**src/hdl/scop_pkg.sv**
```systemverilog
// Shared types, constants and helper functions of the slab clip projector.
`default_nettype none

package scop_pkg;

    localparam int MARGIN   = 5;
    localparam int EXT_TRIM = 2 * MARGIN;
    localparam int LANES    = 4;
    localparam int SCR_W    = 16;
    localparam int VAL_W    = 32;
    localparam int ADJ_W    = 34;

    localparam logic [1:0] AXIS_X = 2'd0;
    localparam logic [1:0] AXIS_Y = 2'd1;
    localparam logic [1:0] AXIS_Z = 2'd2;

    localparam logic [30:0] SCALE_RST = 31'd65536;
    localparam logic [2:0]  VIEW_RST  = 3'd5;

    typedef enum logic [2:0] {
        VIEW_BACK_X,
        VIEW_BACK_Y,
        VIEW_BACK_Z,
        VIEW_FRONT_X,
        VIEW_FRONT_Y,
        VIEW_FRONT_Z
    } t_view;

    typedef enum logic [2:0] {
        REG_VIEW_MODE,
        REG_SLAB_LOW,
        REG_SLAB_HIGH,
        REG_SCALE,
        REG_OFFSET_X,
        REG_OFFSET_Y,
        REG_OFFSET_Z,
        REG_WINDOW_SIZE
    } t_reg_idx;

    typedef struct packed {
        logic       valid;
        logic [1:0] axis;
        logic [1:0] src_x;
        logic       mir_x;
        logic [1:0] src_y;
        logic       mir_y;
    } t_mode;

    typedef struct packed {
        logic [2:0]        view_mode;
        logic [30:0]       scale;
        logic [2:0][31:0]  offset;
        logic [31:0]       window_size;
    } t_cfg;

    typedef struct packed {
        logic        bond;
        logic [15:0] diam;
        logic        ends;
        logic        kept;
    } t_side;

    typedef struct packed {
        logic        last;
        logic        kept;
        logic [15:0] count;
        logic [15:0] marker;
        logic [15:0] y2;
        logic [15:0] x2;
        logic [15:0] y1;
        logic [15:0] x1;
    } t_result;

    function automatic t_mode mode_lookup(input logic [2:0] mode);
        t_mode m;
        m = '0;
        unique case (t_view'(mode))
            VIEW_BACK_X:  m = '{1'b1, AXIS_X, AXIS_Z, 1'b1, AXIS_Y, 1'b1};
            VIEW_BACK_Y:  m = '{1'b1, AXIS_Y, AXIS_X, 1'b0, AXIS_Z, 1'b0};
            VIEW_BACK_Z:  m = '{1'b1, AXIS_Z, AXIS_X, 1'b0, AXIS_Y, 1'b1};
            VIEW_FRONT_X: m = '{1'b1, AXIS_X, AXIS_Z, 1'b0, AXIS_Y, 1'b1};
            VIEW_FRONT_Y: m = '{1'b1, AXIS_Y, AXIS_X, 1'b0, AXIS_Z, 1'b1};
            VIEW_FRONT_Z: m = '{1'b1, AXIS_Z, AXIS_X, 1'b0, AXIS_Y, 1'b0};
            default:      m = '0;
        endcase
        return m;
    endfunction

    function automatic logic [15:0] sat16(input logic signed [ADJ_W-1:0] v);
        logic [15:0] r;
        if (v > 34'sd32767) begin
            r = 16'h7fff;
        end else if (v < -34'sd32768) begin
            r = 16'h8000;
        end else begin
            r = v[15:0];
        end
        return r;
    endfunction

endpackage

`default_nettype wire

```
**src/hdl/scop_cfg.sv**
```systemverilog
// Configuration register file behind the APB-style port.
`default_nettype none

module scop_cfg #(
    parameter int COORD_BITS = 32,
    localparam int DATA_W = (COORD_BITS > 32) ? 64 : 32,
    localparam int ADDR_LO = (COORD_BITS > 32) ? 3 : 2,
    localparam int ADDR_W = ADDR_LO + 3
) (
    input  logic                         i_clk,
    input  logic                         i_rst_n,
    input  logic                         psel,
    input  logic                         penable,
    input  logic                         pwrite,
    input  logic [ADDR_W-1:0]            paddr,
    input  logic [DATA_W-1:0]            pwdata,
    output logic [DATA_W-1:0]            prdata,
    output logic                         pready,
    output scop_pkg::t_cfg               o_cfg,
    output logic signed [COORD_BITS-1:0] o_slab_low,
    output logic signed [COORD_BITS-1:0] o_slab_high
);
    import scop_pkg::*;

    localparam logic signed [63:0] LOW64  = -64'sd2147483648;
    localparam logic signed [63:0] HIGH64 = 64'sd2147483647;
    localparam logic [COORD_BITS-1:0] LOW_RST =
        (COORD_BITS >= 32) ? LOW64[COORD_BITS-1:0] : {1'b1, {(COORD_BITS-1){1'b0}}};
    localparam logic [COORD_BITS-1:0] HIGH_RST =
        (COORD_BITS >= 32) ? HIGH64[COORD_BITS-1:0] : {1'b0, {(COORD_BITS-1){1'b1}}};

    t_cfg                         r_cfg;
    logic signed [COORD_BITS-1:0] r_low;
    logic signed [COORD_BITS-1:0] r_high;
    t_reg_idx                     w_idx;
    logic                         w_wr;

    assign pready = 1'b1;
    assign w_idx  = t_reg_idx'(paddr[ADDR_W-1:ADDR_LO]);
    assign w_wr   = psel && penable && pwrite && pready;

    always_ff @(posedge i_clk) begin
        if (!i_rst_n) begin
            r_cfg.view_mode   <= VIEW_RST;
            r_cfg.scale       <= SCALE_RST;
            r_cfg.offset      <= '0;
            r_cfg.window_size <= '0;
            r_low             <= LOW_RST;
            r_high            <= HIGH_RST;
        end else if (w_wr) begin
            unique case (w_idx)
                REG_VIEW_MODE:   r_cfg.view_mode   <= pwdata[2:0];
                REG_SLAB_LOW:    r_low             <= pwdata[COORD_BITS-1:0];
                REG_SLAB_HIGH:   r_high            <= pwdata[COORD_BITS-1:0];
                REG_SCALE:       r_cfg.scale       <= pwdata[30:0];
                REG_OFFSET_X:    r_cfg.offset[0]   <= pwdata[31:0];
                REG_OFFSET_Y:    r_cfg.offset[1]   <= pwdata[31:0];
                REG_OFFSET_Z:    r_cfg.offset[2]   <= pwdata[31:0];
                REG_WINDOW_SIZE: r_cfg.window_size <= pwdata[31:0];
                default: ;
            endcase
        end
    end

    always_comb begin
        unique case (w_idx)
            REG_VIEW_MODE:   prdata = DATA_W'(r_cfg.view_mode);
            REG_SLAB_LOW:    prdata = DATA_W'(r_low);
            REG_SLAB_HIGH:   prdata = DATA_W'(r_high);
            REG_SCALE:       prdata = DATA_W'(r_cfg.scale);
            REG_OFFSET_X:    prdata = DATA_W'($signed(r_cfg.offset[0]));
            REG_OFFSET_Y:    prdata = DATA_W'($signed(r_cfg.offset[1]));
            REG_OFFSET_Z:    prdata = DATA_W'($signed(r_cfg.offset[2]));
            REG_WINDOW_SIZE: prdata = DATA_W'(r_cfg.window_size);
            default:         prdata = '0;
        endcase
    end

    assign o_cfg       = r_cfg;
    assign o_slab_low  = r_low;
    assign o_slab_high = r_high;

endmodule

`default_nettype wire

```
**config.mk**
```make
export PLATFORM = sky130hd
export DESIGN_NAME = scop_cfg
export DESIGN_NICKNAME = d
export VERILOG_FILES = /design/src/hdl/scop_pkg.sv /design/src/hdl/scop_cfg.sv
export SDC_FILE = /design/constraint.sdc
export NUM_CORES = 1
export LEC_CHECK = 0
export ABC_AREA = 1
export ABC_CLOCK_PERIOD_IN_PS = 2100
export BUFFER_PORTS_ARGS = -buffer_cell sky130_fd_sc_hd__buf_2
export CAP_MARGIN = 0
export CORE_MARGIN = 5
export CORE_UTILIZATION = 56
export CTS_BUF_LIST = sky130_fd_sc_hd__clkbuf_16
export DETAILED_ROUTE_END_ITERATION = 8
export PLACE_DENSITY = 0.86
export SLEW_MARGIN = 10
export SYNTH_ARGS = -nofsm -noshare
export SYNTH_HDL_FRONTEND = slang
export SYNTH_SLANG_ARGS = --single-unit
```
**constraint.sdc**
```tcl
create_clock -name i_clk -period 2.1 [get_ports i_clk]
set_input_delay 0.105 -clock i_clk [delete_from_list [all_inputs] [get_ports i_clk]]
set_output_delay 0.105 -clock i_clk [all_outputs]
set_load 0.01 [all_outputs]
```
==> summary.txt <==
Yosys
  – Ys Warns: 0
  – #FFs+latches synth: 226
  – Mean area per synthesized cell: 6.62 µm²
  – Mapped cell area: between 9000 and 10000 µm²
  – Sequential share of the synthesized area: 0.457
  – Distinct cells, synth: 19
  – Post-synth net total: around 1500
  – Cell count after synthesis: ~1500

Setup path
  – Max incr delay on CP: 0.45 ns
  – Critical path peak fanout: 10
  – Crit path top cell by count: nand2_1
  – Slowest CP cell: clkinv_1
  – Worst reg2reg path depth: 2
  – CP arrival: 1.79 ns
  – Critical path type: in2out
  – Setup crit start kind: primary input
  – Worst path cell trace: buf_2, clkinv_1, nand3_1, buf_4, clkinv_1, nand2_1, nand2_1, nor2_1, nand2_1, buf_2
  – Setup crit end kind: output port
  – Req. time, crit path: 2.00 ns

Clocking
  – Post-CTS Hold Fix Bufs: 32
  – Clock root buffer master: clkbuf_16
  – H-Tree Level Count: 1
  – Worst-Skew Late Latency: 0.51 ns
  – Post-CTS resize count: 0
  – Cts bufs inserted: 24
  – Post-CTS Setup Bufs: 0
  – Sink Count: about 230
  – Clock Path Buffers: 3
  – Clock-pin slew on the worst setup and hold paths: roughly 0.060 ns
  – CTS tree: yes

Run
  – Maxcap violations: 0

Die
  – Die area: 20500 µm²
  – Overall die height: roughly 140 µm
  – I/O pin count: ~300
  – Die X: 143 µm
  – Initial core utilization: 0.571
  – Cell Rows: between 40 and 50
  – Core ar.: 17400 µm²

Global route
  – First-pass GRT wire length: 58000 µm
  – Largest net degree at the start of global routing: 165
  – Initial antenna violation count: 1
  – Grt ovf: 0
  – Total Routing Usage GR: 0.354
  – Vias in the first global route: around 11000

Final layout
  – Inserted Diodes: 0
  – Fillcell total: 1356
  – Storage element area: 4520 µm²
  – Area of the multi-input gates: 4590 µm²
  – Area grow syn2layout: 28.8%
  – Most frequent cells in the layout: nor2_1 (381), buf_2 (296), o21ai_0 (244)
  – Final Core Density: 0.735
  – Fraction of layout cells with a size suffix above 1: 0.214
  – Nets: between 1500 and 2000
  – Design Area, Final: 12800 µm²
  – Commonest non-fill, non-tap cell in the layout: nor2_1

Route
  – DR WL/cell: 18.6 µm
  – Via count: 11500
  – ANT nets after route: 0
  – Vias/cell: 5.68
  – DRT Wirelength: about 38000 µm
  – DRT iter0 DRCs: between 1000 and 1500
  – TritonRoute pass-1 iters: 5
  – # DRC: 0

Placement
  – Dpl hpwl: roughly 25000 µm
  – Final Wtd Congestion: around 0.93
  – Cell Area, Placed: 11700 µm²
  – Port bufs: 297

Power
  – Power density cells: 725 nW/µm²
  – Worst vdd rail ir drop: 0.564 mV
  – P_leak: 6.21 nW
  – Total power draw: 9.26 mW

Outcome
  – Status: finished, final reports clean

STA
  – Max Slew Vio Count: 0
  – Fin crit period: 1.90 ns
  – Final setup viols: 0
  – Final Hold Viols: 0
  – F_max: roughly 530 MHz
  – Final period utilization: 0.903
  – RSZ-0062 raised after global routing: no
  – Post-route setup TNS: 0 ns
  – Worst Tran Pin Value: 0.814 ns
  – Clk_skew: 0 ns
  – Rel. slew slack: 0.457

Min path
  – Worst hold path class: in2reg
  – WHS Path Cells: 3
per-stage QoR:
step	setup slack, ns	cells	hold slack [ns]
floorplan	0.893	1497	0.218
global placement	0.272	1953	0.421
detailed placement	0.211	1953	0.423
CTS	0.278	2029	0.132
global route	0.0681	2029	0.181
finish	0.203	2029	0.150
worst max-delay path: cells and delay by family:
family / cells / cell delay (ns)
buffers and inverters: 5 / 1.01
and+or+nand+nor: 5 / 0.68
power by group:
group | internal, mW | switching, mW | total [mW]
Combinational | 0.251 | 0.526 | 0.777
Sequential | 4.34 | 0.0429 | 4.39
Clock | 2.38 | 1.72 | 4.10
Total | 6.97 | 2.29 | 9.26
kinds of logic (layout without fill, tap and decap cells):
| kind of cell | Yosys count | count (layout) | synth area share |
|---|---|---|---|
| simple gates | 809 | 809 | 0.333 |
| compound gates | 248 | 248 | 0.125 |
| flops | 226 | 226 | 0.457 |
| buf+inv | 213 | 520 | 0.0851 |
| other cells | 1 | 1 | 0.000379 |
area by class of cell:
type	count	share of cell area
clock buffer	25	0.0490
tap	225	0.0221
sequential	226	0.354
multi-input combinational	1058	0.359
inverter	102	0.0300
clock inverter	19	0.0100
timing repair buffer	374	0.175
flip-flops by register name, indices dropped and copies added (netlist names):
signal       count
o_cfg          162
o_slab_high     32
o_slab_low      32
worst paths after layout:
path | from | to | slack, ns
max | paddr[3] | prdata[29] | 0.20
min | i_rst_n | o_slab_high[18] | 0.15
max reg2reg | o_cfg[50] | o_cfg[50] | 1.35
min reg2reg | o_slab_high[21] | o_slab_high[21] | 0.48
metal layers:
layer / vias up / GRT usage / wire [µm]
li1: 5370 / - / -
met1: 5212 / 0.462 / 13900
met2: 781 / 0.557 / 16900
met3: 158 / 0.0797 / 4830
met4: 2 / 0.174 / 2120
met5: - / 0 / 19
Yosys cell counts:
cell type    n  area [µm²]
nor2_1     388        1460
o21ai_0    244        1220
nand2_1    241         905
dfxtp_1    226        4520
inv_1       96         360
nor3_1      96         480
clkbuf_1    71         267
nand3_1     61         305
buf_2       30         150
nand4_1     21         131
buf_1        7        26.3
inv_2        4        15.0
o21ai_1      4        20.0
clkbuf_2     2        10.0
clkinv_1     2        7.51
buf_4        1        7.51
conb_1       1        3.75
nand3_2      1        10.0
nor2_2       1        6.26
Power figures use the tool's default switching activity.
