File: config.mk
export PLATFORM = sky130hd
export DESIGN_NAME = scop_lane
export DESIGN_NICKNAME = d
export VERILOG_FILES = /design/src/hdl/scop_pkg.sv /design/src/hdl/scop_lane.sv
export SDC_FILE = /design/constraint.sdc
export NUM_CORES = 2
export LEC_CHECK = 0
export BUFFER_PORTS_ARGS = -buffer_cell sky130_fd_sc_hd__buf_4
export CAP_MARGIN = 30
export CELL_PAD_IN_SITES_DETAIL_PLACEMENT = 1
export CELL_PAD_IN_SITES_GLOBAL_PLACEMENT = 2
export CORE_AREA = 2 2 342 344
export CTS_CLUSTER_DIAMETER = 30
export DETAILED_ROUTE_END_ITERATION = 16
export DIE_AREA = 0 0 344 346
export PLACE_DENSITY_LB_ADDON = 0.12
export SYNTH_ARGS = -nofsm -noshare
export SYNTH_HDL_FRONTEND = slang
export SYNTH_SLANG_ARGS = --single-unit
File: constraint.sdc
create_clock -name i_clk -period 16.2 [get_ports i_clk]
set_input_delay 0 -clock i_clk [delete_from_list [all_inputs] [get_ports i_clk]]
set_output_delay 0 -clock i_clk [all_outputs]
set_load 0.1 [all_outputs]
File: src/hdl/scop_pkg.sv
// Shared types, constants and helper functions of the slab clip projector.
`default_nettype none

package scop_pkg;

    localparam int MARGIN   = 5;
    localparam int EXT_TRIM = 2 * MARGIN;
    localparam int LANES    = 4;
    localparam int SCR_W    = 16;
    localparam int VAL_W    = 32;
    localparam int ADJ_W    = 34;

    localparam logic [1:0] AXIS_X = 2'd0;
    localparam logic [1:0] AXIS_Y = 2'd1;
    localparam logic [1:0] AXIS_Z = 2'd2;

    localparam logic [30:0] SCALE_RST = 31'd65536;
    localparam logic [2:0]  VIEW_RST  = 3'd5;

    typedef enum logic [2:0] {
        VIEW_BACK_X,
        VIEW_BACK_Y,
        VIEW_BACK_Z,
        VIEW_FRONT_X,
        VIEW_FRONT_Y,
        VIEW_FRONT_Z
    } t_view;

    typedef enum logic [2:0] {
        REG_VIEW_MODE,
        REG_SLAB_LOW,
        REG_SLAB_HIGH,
        REG_SCALE,
        REG_OFFSET_X,
        REG_OFFSET_Y,
        REG_OFFSET_Z,
        REG_WINDOW_SIZE
    } t_reg_idx;

    typedef struct packed {
        logic       valid;
        logic [1:0] axis;
        logic [1:0] src_x;
        logic       mir_x;
        logic [1:0] src_y;
        logic       mir_y;
    } t_mode;

    typedef struct packed {
        logic [2:0]        view_mode;
        logic [30:0]       scale;
        logic [2:0][31:0]  offset;
        logic [31:0]       window_size;
    } t_cfg;

    typedef struct packed {
        logic        bond;
        logic [15:0] diam;
        logic        ends;
        logic        kept;
    } t_side;

    typedef struct packed {
        logic        last;
        logic        kept;
        logic [15:0] count;
        logic [15:0] marker;
        logic [15:0] y2;
        logic [15:0] x2;
        logic [15:0] y1;
        logic [15:0] x1;
    } t_result;

    function automatic t_mode mode_lookup(input logic [2:0] mode);
        t_mode m;
        m = '0;
        unique case (t_view'(mode))
            VIEW_BACK_X:  m = '{1'b1, AXIS_X, AXIS_Z, 1'b1, AXIS_Y, 1'b1};
            VIEW_BACK_Y:  m = '{1'b1, AXIS_Y, AXIS_X, 1'b0, AXIS_Z, 1'b0};
            VIEW_BACK_Z:  m = '{1'b1, AXIS_Z, AXIS_X, 1'b0, AXIS_Y, 1'b1};
            VIEW_FRONT_X: m = '{1'b1, AXIS_X, AXIS_Z, 1'b0, AXIS_Y, 1'b1};
            VIEW_FRONT_Y: m = '{1'b1, AXIS_Y, AXIS_X, 1'b0, AXIS_Z, 1'b1};
            VIEW_FRONT_Z: m = '{1'b1, AXIS_Z, AXIS_X, 1'b0, AXIS_Y, 1'b0};
            default:      m = '0;
        endcase
        return m;
    endfunction

    function automatic logic [15:0] sat16(input logic signed [ADJ_W-1:0] v);
        logic [15:0] r;
        if (v > 34'sd32767) begin
            r = 16'h7fff;
        end else if (v < -34'sd32768) begin
            r = 16'h8000;
        end else begin
            r = v[15:0];
        end
        return r;
    endfunction

endpackage

`default_nettype wire

File: src/hdl/scop_lane.sv
// One projection lane: scale, offset, mirror and truncate a single coordinate.
`default_nettype none

module scop_lane #(
    parameter int COORD_BITS = 32
) (
    input  logic                         i_clk,
    input  logic                         i_en,
    input  logic signed [COORD_BITS-1:0] i_coord,
    input  logic [30:0]                  i_scale,
    input  logic signed [31:0]           i_offset,
    input  logic                         i_mirror,
    input  logic signed [16:0]           i_extent,
    output logic signed [31:0]           o_value
);
    import scop_pkg::*;

    localparam int HI_W  = COORD_BITS - 16;
    localparam int PHI_W = HI_W + 31;
    localparam int SUM_W = (COORD_BITS + 31 > 61) ? COORD_BITS + 31 : 61;
    localparam logic [SUM_W-1:0] LIMIT = SUM_W'(64'h1000_0000_0000_0000);

    logic                   r_neg_a, r_neg_b, r_neg_c;
    logic [COORD_BITS-1:0]  r_mag, n_mag;
    logic [PHI_W-1:0]       r_phi;
    logic [46:0]            r_plo;
    logic [SUM_W-1:0]       n_sum;
    logic [60:0]            r_prod, n_prod;
    logic signed [63:0]     n_sprod, n_v2, r_v2, n_v3, r_v3, n_v4;
    logic signed [VAL_W-1:0] r_val;

    assign n_mag   = i_coord[COORD_BITS-1] ? (~i_coord + 1'b1) : i_coord;
    assign n_sum   = (SUM_W'(r_phi) << 16) + SUM_W'(r_plo);
    assign n_prod  = (n_sum > LIMIT) ? LIMIT[60:0] : n_sum[60:0];
    assign n_sprod = r_neg_c ? -$signed({3'b000, r_prod}) : $signed({3'b000, r_prod});
    assign n_v2    = n_sprod + $signed({{16{i_offset[31]}}, i_offset, 16'h0000});
    assign n_v3    = i_mirror ? ($signed({{15{i_extent[16]}}, i_extent, 32'h0}) - r_v2)
                              : r_v2;
    assign n_v4    = r_v3 + (r_v3[63] ? 64'sh0000_0000_FFFF_FFFF : 64'sh0);

    always_ff @(posedge i_clk) begin
        if (i_en) begin
            r_neg_a <= i_coord[COORD_BITS-1];
            r_mag   <= n_mag;
            r_neg_b <= r_neg_a;
            r_phi   <= PHI_W'(r_mag[COORD_BITS-1:16]) * PHI_W'(i_scale);
            r_plo   <= 47'(r_mag[15:0]) * 47'(i_scale);
            r_neg_c <= r_neg_b;
            r_prod  <= n_prod;
            r_v2    <= n_v2;
            r_v3    <= n_v3;
            r_val   <= n_v4[63:32];
        end
    end

    assign o_value = r_val;

endmodule

`default_nettype wire

==> impl_metrics.xml <==
<?xml version="1.0" encoding="UTF-8"?>
<metrics>
  <group name="die">
    <metric name="initial_utilization" unit="">0.448</metric>
    <metric name="ioPinCount" unit="">147</metric>
    <metric name="core_area" unit="sq um">115000</metric>
    <metric name="die-width" unit="microns">344</metric>
    <metric name="overall_die_height" unit="microns">346</metric>
    <metric name="dieArea" unit="sq um">119000</metric>
    <metric name="num_rows" unit="">125</metric>
  </group>
  <group name="place">
    <metric name="portBuffers" unit="">146</metric>
    <metric name="globalplace.congestion" unit="">0.844</metric>
    <metric name="placement.cell_area" unit="sq um">54100</metric>
    <metric name="dp_slack" unit="ns">8.66</metric>
    <metric name="post-dp-hpwl" unit="microns">118000</metric>
  </group>
  <group name="status">
    <metric name="outcome" unit="">completed</metric>
  </group>
  <group name="synthesis">
    <metric name="edff_count_synth" unit="">350</metric>
    <metric name="syn_inst" unit="">5413</metric>
    <metric name="synth_top_flop_cell" unit="">sky130_fd_sc_hd__edfxtp_1</metric>
    <metric name="synth.ff_latch_count" unit="">350</metric>
    <metric name="synth_fp_nets" unit="">6719</metric>
    <metric name="synth.cell_area" unit="sq um">51700</metric>
    <metric name="ys_types" unit="">76</metric>
    <metric name="synth.yosys.warnings" unit="">0</metric>
    <metric name="yosysSeqAreaShare" unit="">0.203</metric>
    <metric name="syn-mean-instance-area" unit="sq um">9.55</metric>
    <metric name="synth_async_sr_flop_share" unit="">0</metric>
  </group>
  <group name="detailed_routing">
    <metric name="detail_route.iter0.violations" unit="">1550</metric>
    <metric name="number_of_design_rule_violations_left_after_detail_routing" unit="">0</metric>
    <metric name="totalWireLength" unit="microns">158000</metric>
    <metric name="drt.antenna.violating_nets" unit="">0</metric>
    <metric name="wl_per_cell" unit="microns">22.0</metric>
    <metric name="vias_per_cell" unit="">5.38</metric>
    <metric name="drt-pass1-iter-count" unit="">4</metric>
    <metric name="vias" unit="">38600</metric>
  </group>
  <group name="worst_setup_path">
    <metric name="reg_to_reg_start" unit="">r_mag[13]$_DFFE_PP_</metric>
    <metric name="critPathCaptureType" unit="">register</metric>
    <metric name="cp_data_required_time" unit="ns">16.56</metric>
    <metric name="reg2reg_depth" unit="">23</metric>
    <metric name="timing_worst_setup_path_type" unit="">reg2reg</metric>
    <metric name="end_of_the_worst_register_to_register_path" unit="">r_plo[46]$_DFFE_PP_</metric>
    <metric name="critical_path.max_fanout" unit="">19</metric>
    <metric name="crit_arrival" unit="ns">7.97</metric>
    <metric name="r2r_setup_slack" unit="ns">8.59</metric>
    <metric name="worst_setup_path_startpoint" unit="">r_mag[13]$_DFFE_PP_</metric>
    <metric name="setup.worst_path.start_class" unit="">register</metric>
  </group>
  <group name="global_route">
    <metric name="first_global_vias" unit="">43100</metric>
    <metric name="grt_antenna_before_repair" unit="">2</metric>
    <metric name="largest_net_degree_at_the_start_of_global_routing" unit="">171</metric>
    <metric name="gr-total-overflow" unit="">0</metric>
    <metric name="global_route.usage.total" unit="">0.270</metric>
    <metric name="grt_first_pass_wirelength" unit="microns">248000</metric>
  </group>
  <group name="finish">
    <metric name="fin_nets" unit="">6885</metric>
    <metric name="layout.filler_cells" unit="">12900</metric>
    <metric name="mostFrequentLayoutCell" unit="">sky130_fd_sc_hd__inv_1</metric>
    <metric name="layout-drive-gt1-share" unit="">0.0686</metric>
    <metric name="antenna_cells_inserted" unit="">0</metric>
    <metric name="layout.cells.most_common_list" unit="">sky130_fd_sc_hd__inv_1 (924), sky130_fd_sc_hd__fa_1 (810), sky130_fd_sc_hd__nand2_1 (760)</metric>
    <metric name="layout.cell_area.non_filler" unit="sq um">58800</metric>
    <metric name="areaGrowthSynthToFinish" unit="%">13.8</metric>
  </group>
  <group name="worst_hold_path">
    <metric name="hold_class" unit="">in2reg</metric>
    <metric name="hp-start" unit="">i_extent[4]</metric>
    <metric name="holdPathEnd" unit="">r_v3[36]$_DFFE_PP_</metric>
    <metric name="hold_depth" unit="">5</metric>
  </group>
  <group name="sta">
    <metric name="timing_hold_violations_final" unit="">0</metric>
    <metric name="setup_repair_after_global_routing_missed_its_margin" unit="">no</metric>
    <metric name="timing.fmax" unit="GHz">0.131</metric>
    <metric name="maxSlewHeadroom" unit="">0.306</metric>
    <metric name="fin_worst_skew" unit="ns">0.0681</metric>
    <metric name="slew_viol_final" unit="">0</metric>
    <metric name="final.period_utilization" unit="">0.470</metric>
    <metric name="tightest_slew" unit="ns">1.04</metric>
    <metric name="whs" unit="ns">0.0467</metric>
    <metric name="setup_violations" unit="">0</metric>
    <metric name="min_period" unit="ns">7.61</metric>
    <metric name="totalNegativeSetupSlack" unit="ns">0</metric>
    <metric name="timing.final.ws_setup" unit="ns">8.59</metric>
  </group>
  <group name="clocking">
    <metric name="clk-insertion-delay-late" unit="ns">0.68</metric>
    <metric name="numCtsBuffers" unit="">98</metric>
    <metric name="clk_pin_slew_worst_paths" unit="ns">0.04</metric>
    <metric name="clock_tree.root_cell" unit="">sky130_fd_sc_hd__clkbuf_16</metric>
    <metric name="clk_path_buf_depth" unit="">3</metric>
    <metric name="cts_num_sinks" unit="">350</metric>
    <metric name="tritoncts" unit="">built</metric>
    <metric name="postCtsResizedCells" unit="">0</metric>
    <metric name="cts_max_level" unit="">3</metric>
  </group>
  <group name="flow_run">
    <metric name="cap_viol_max_count" unit="">0</metric>
  </group>
</metrics>
-- metal layers --
layer  GRT usage  vias to the layer above  part of all wire
li1            -                    17600                 -
met1       0.338                    20100              0.42
met2       0.481                      688              0.51
met3      0.0279                      253             0.031
met4      0.0965                        2             0.037
met5           0                        -          0.000070
-- Yosys cell counts (all sizes together), types with 11 or more instances --
cell	instances	area [sq um]
inv	924	3470
fa	810	16200
nand2	760	2850
and2	422	2640
ha	381	4770
edfxtp	350	10500
xnor2	261	2290
clkbuf	238	893
a21oi	185	926
o21ai	154	771
a21o	123	923
nor2	121	457
xor2	86	753
nand3	60	300
and3	44	275
o31ai	44	330
nand4	43	269
nor3	34	180
nand2b	32	200
o21bai	29	218
nor2b	25	156
or4	24	195
o41ai	22	193
a31oi	21	131
o21a	19	143
or2	19	119
a211oi	18	135
or3	18	118
and4	14	123
nor4	11	68.8
-- timing repair --
item | CTS | global route
setup buffers | 0 | 0
hold buffers | 120 | 0
hold endpoints to repair | 132 | 0
-- kinds of logic after synthesis --
family          Yosys count  share of synthesized area
simple gates           1642                      0.156
fa+ha+maj              1191                      0.406
mux                       7                    0.00138
xor+xnor                347                     0.0588
flops                   350                      0.203
compound gates          709                     0.0891
buf+inv                1167                     0.0849
-- state kept, by name, indices dropped and copies added (netlist names) --
signal and flops:
o_value 32, r_mag 32, r_neg_a 1, r_neg_b 1, r_neg_c 1, r_phi 47
r_plo 47, r_prod 61, r_v2 64, r_v3 64
-- per-stage QoR --
stage,instances,utilization
after global placement,6882,0.469
after CTS,7183,0.509
after detailed placement,6882,0.469
final,7184,0.510
after floorplan,5413,-
after global routing,7184,0.510
-- layout make-up --
class                           count  area, sq um  area share
Tap cell                         1524         1910      0.0324
Inverter                          924         3470      0.0590
Sequential cell                   350        10500       0.179
Clock inverter                     69          990      0.0168
Clock buffer                      112         2500      0.0426
Multi-Input combinational cell   3896        36800       0.625
Timing Repair Buffer              309         2660      0.0452
-- worst max-delay path by stage --
stage                          end  slack (ns)  cells after the start
2_1_floorplan  r_plo[46]$_DFFE_PP_        9.69                     25
3_3_place_gp   r_plo[40]$_DFFE_PP_        8.62                     22
3_5_place_dp   r_plo[46]$_DFFE_PP_        8.66                     23
4_1_cts        r_plo[46]$_DFFE_PP_        8.61                     23
5_1_grt        r_phi[46]$_DFFE_PP_        8.27                     23
6_report       r_plo[46]$_DFFE_PP_        8.59                     23
-- critical path, stage by stage, from the launching register on --
cell	delay, ns
sky130_fd_sc_hd__edfxtp_1	0.72
sky130_fd_sc_hd__buf_4	0.37
sky130_fd_sc_hd__nand2_1	0.12
sky130_fd_sc_hd__fa_1	0.51
sky130_fd_sc_hd__fa_1	0.49
sky130_fd_sc_hd__inv_1	0.05
sky130_fd_sc_hd__fa_1	0.50
sky130_fd_sc_hd__fa_1	0.45
sky130_fd_sc_hd__fa_1	0.52
sky130_fd_sc_hd__inv_1	0.06
sky130_fd_sc_hd__fa_1	0.50
sky130_fd_sc_hd__inv_1	0.05
sky130_fd_sc_hd__ha_1	0.35
sky130_fd_sc_hd__a211oi_1	0.32
sky130_fd_sc_hd__o21ai_0	0.14
sky130_fd_sc_hd__a32oi_1	0.29
sky130_fd_sc_hd__a2111oi_0	0.17
sky130_fd_sc_hd__nor3_1	0.34
sky130_fd_sc_hd__nor3_1	0.11
sky130_fd_sc_hd__or2_2	0.32
sky130_fd_sc_hd__a211oi_1	0.50
sky130_fd_sc_hd__o21ai_0	0.15
sky130_fd_sc_hd__a21oi_1	0.20
sky130_fd_sc_hd__xnor2_1	0.09
Power is not shown: default switching activity piles up to over one toggle a cycle in this logic, so the estimate is an artifact.
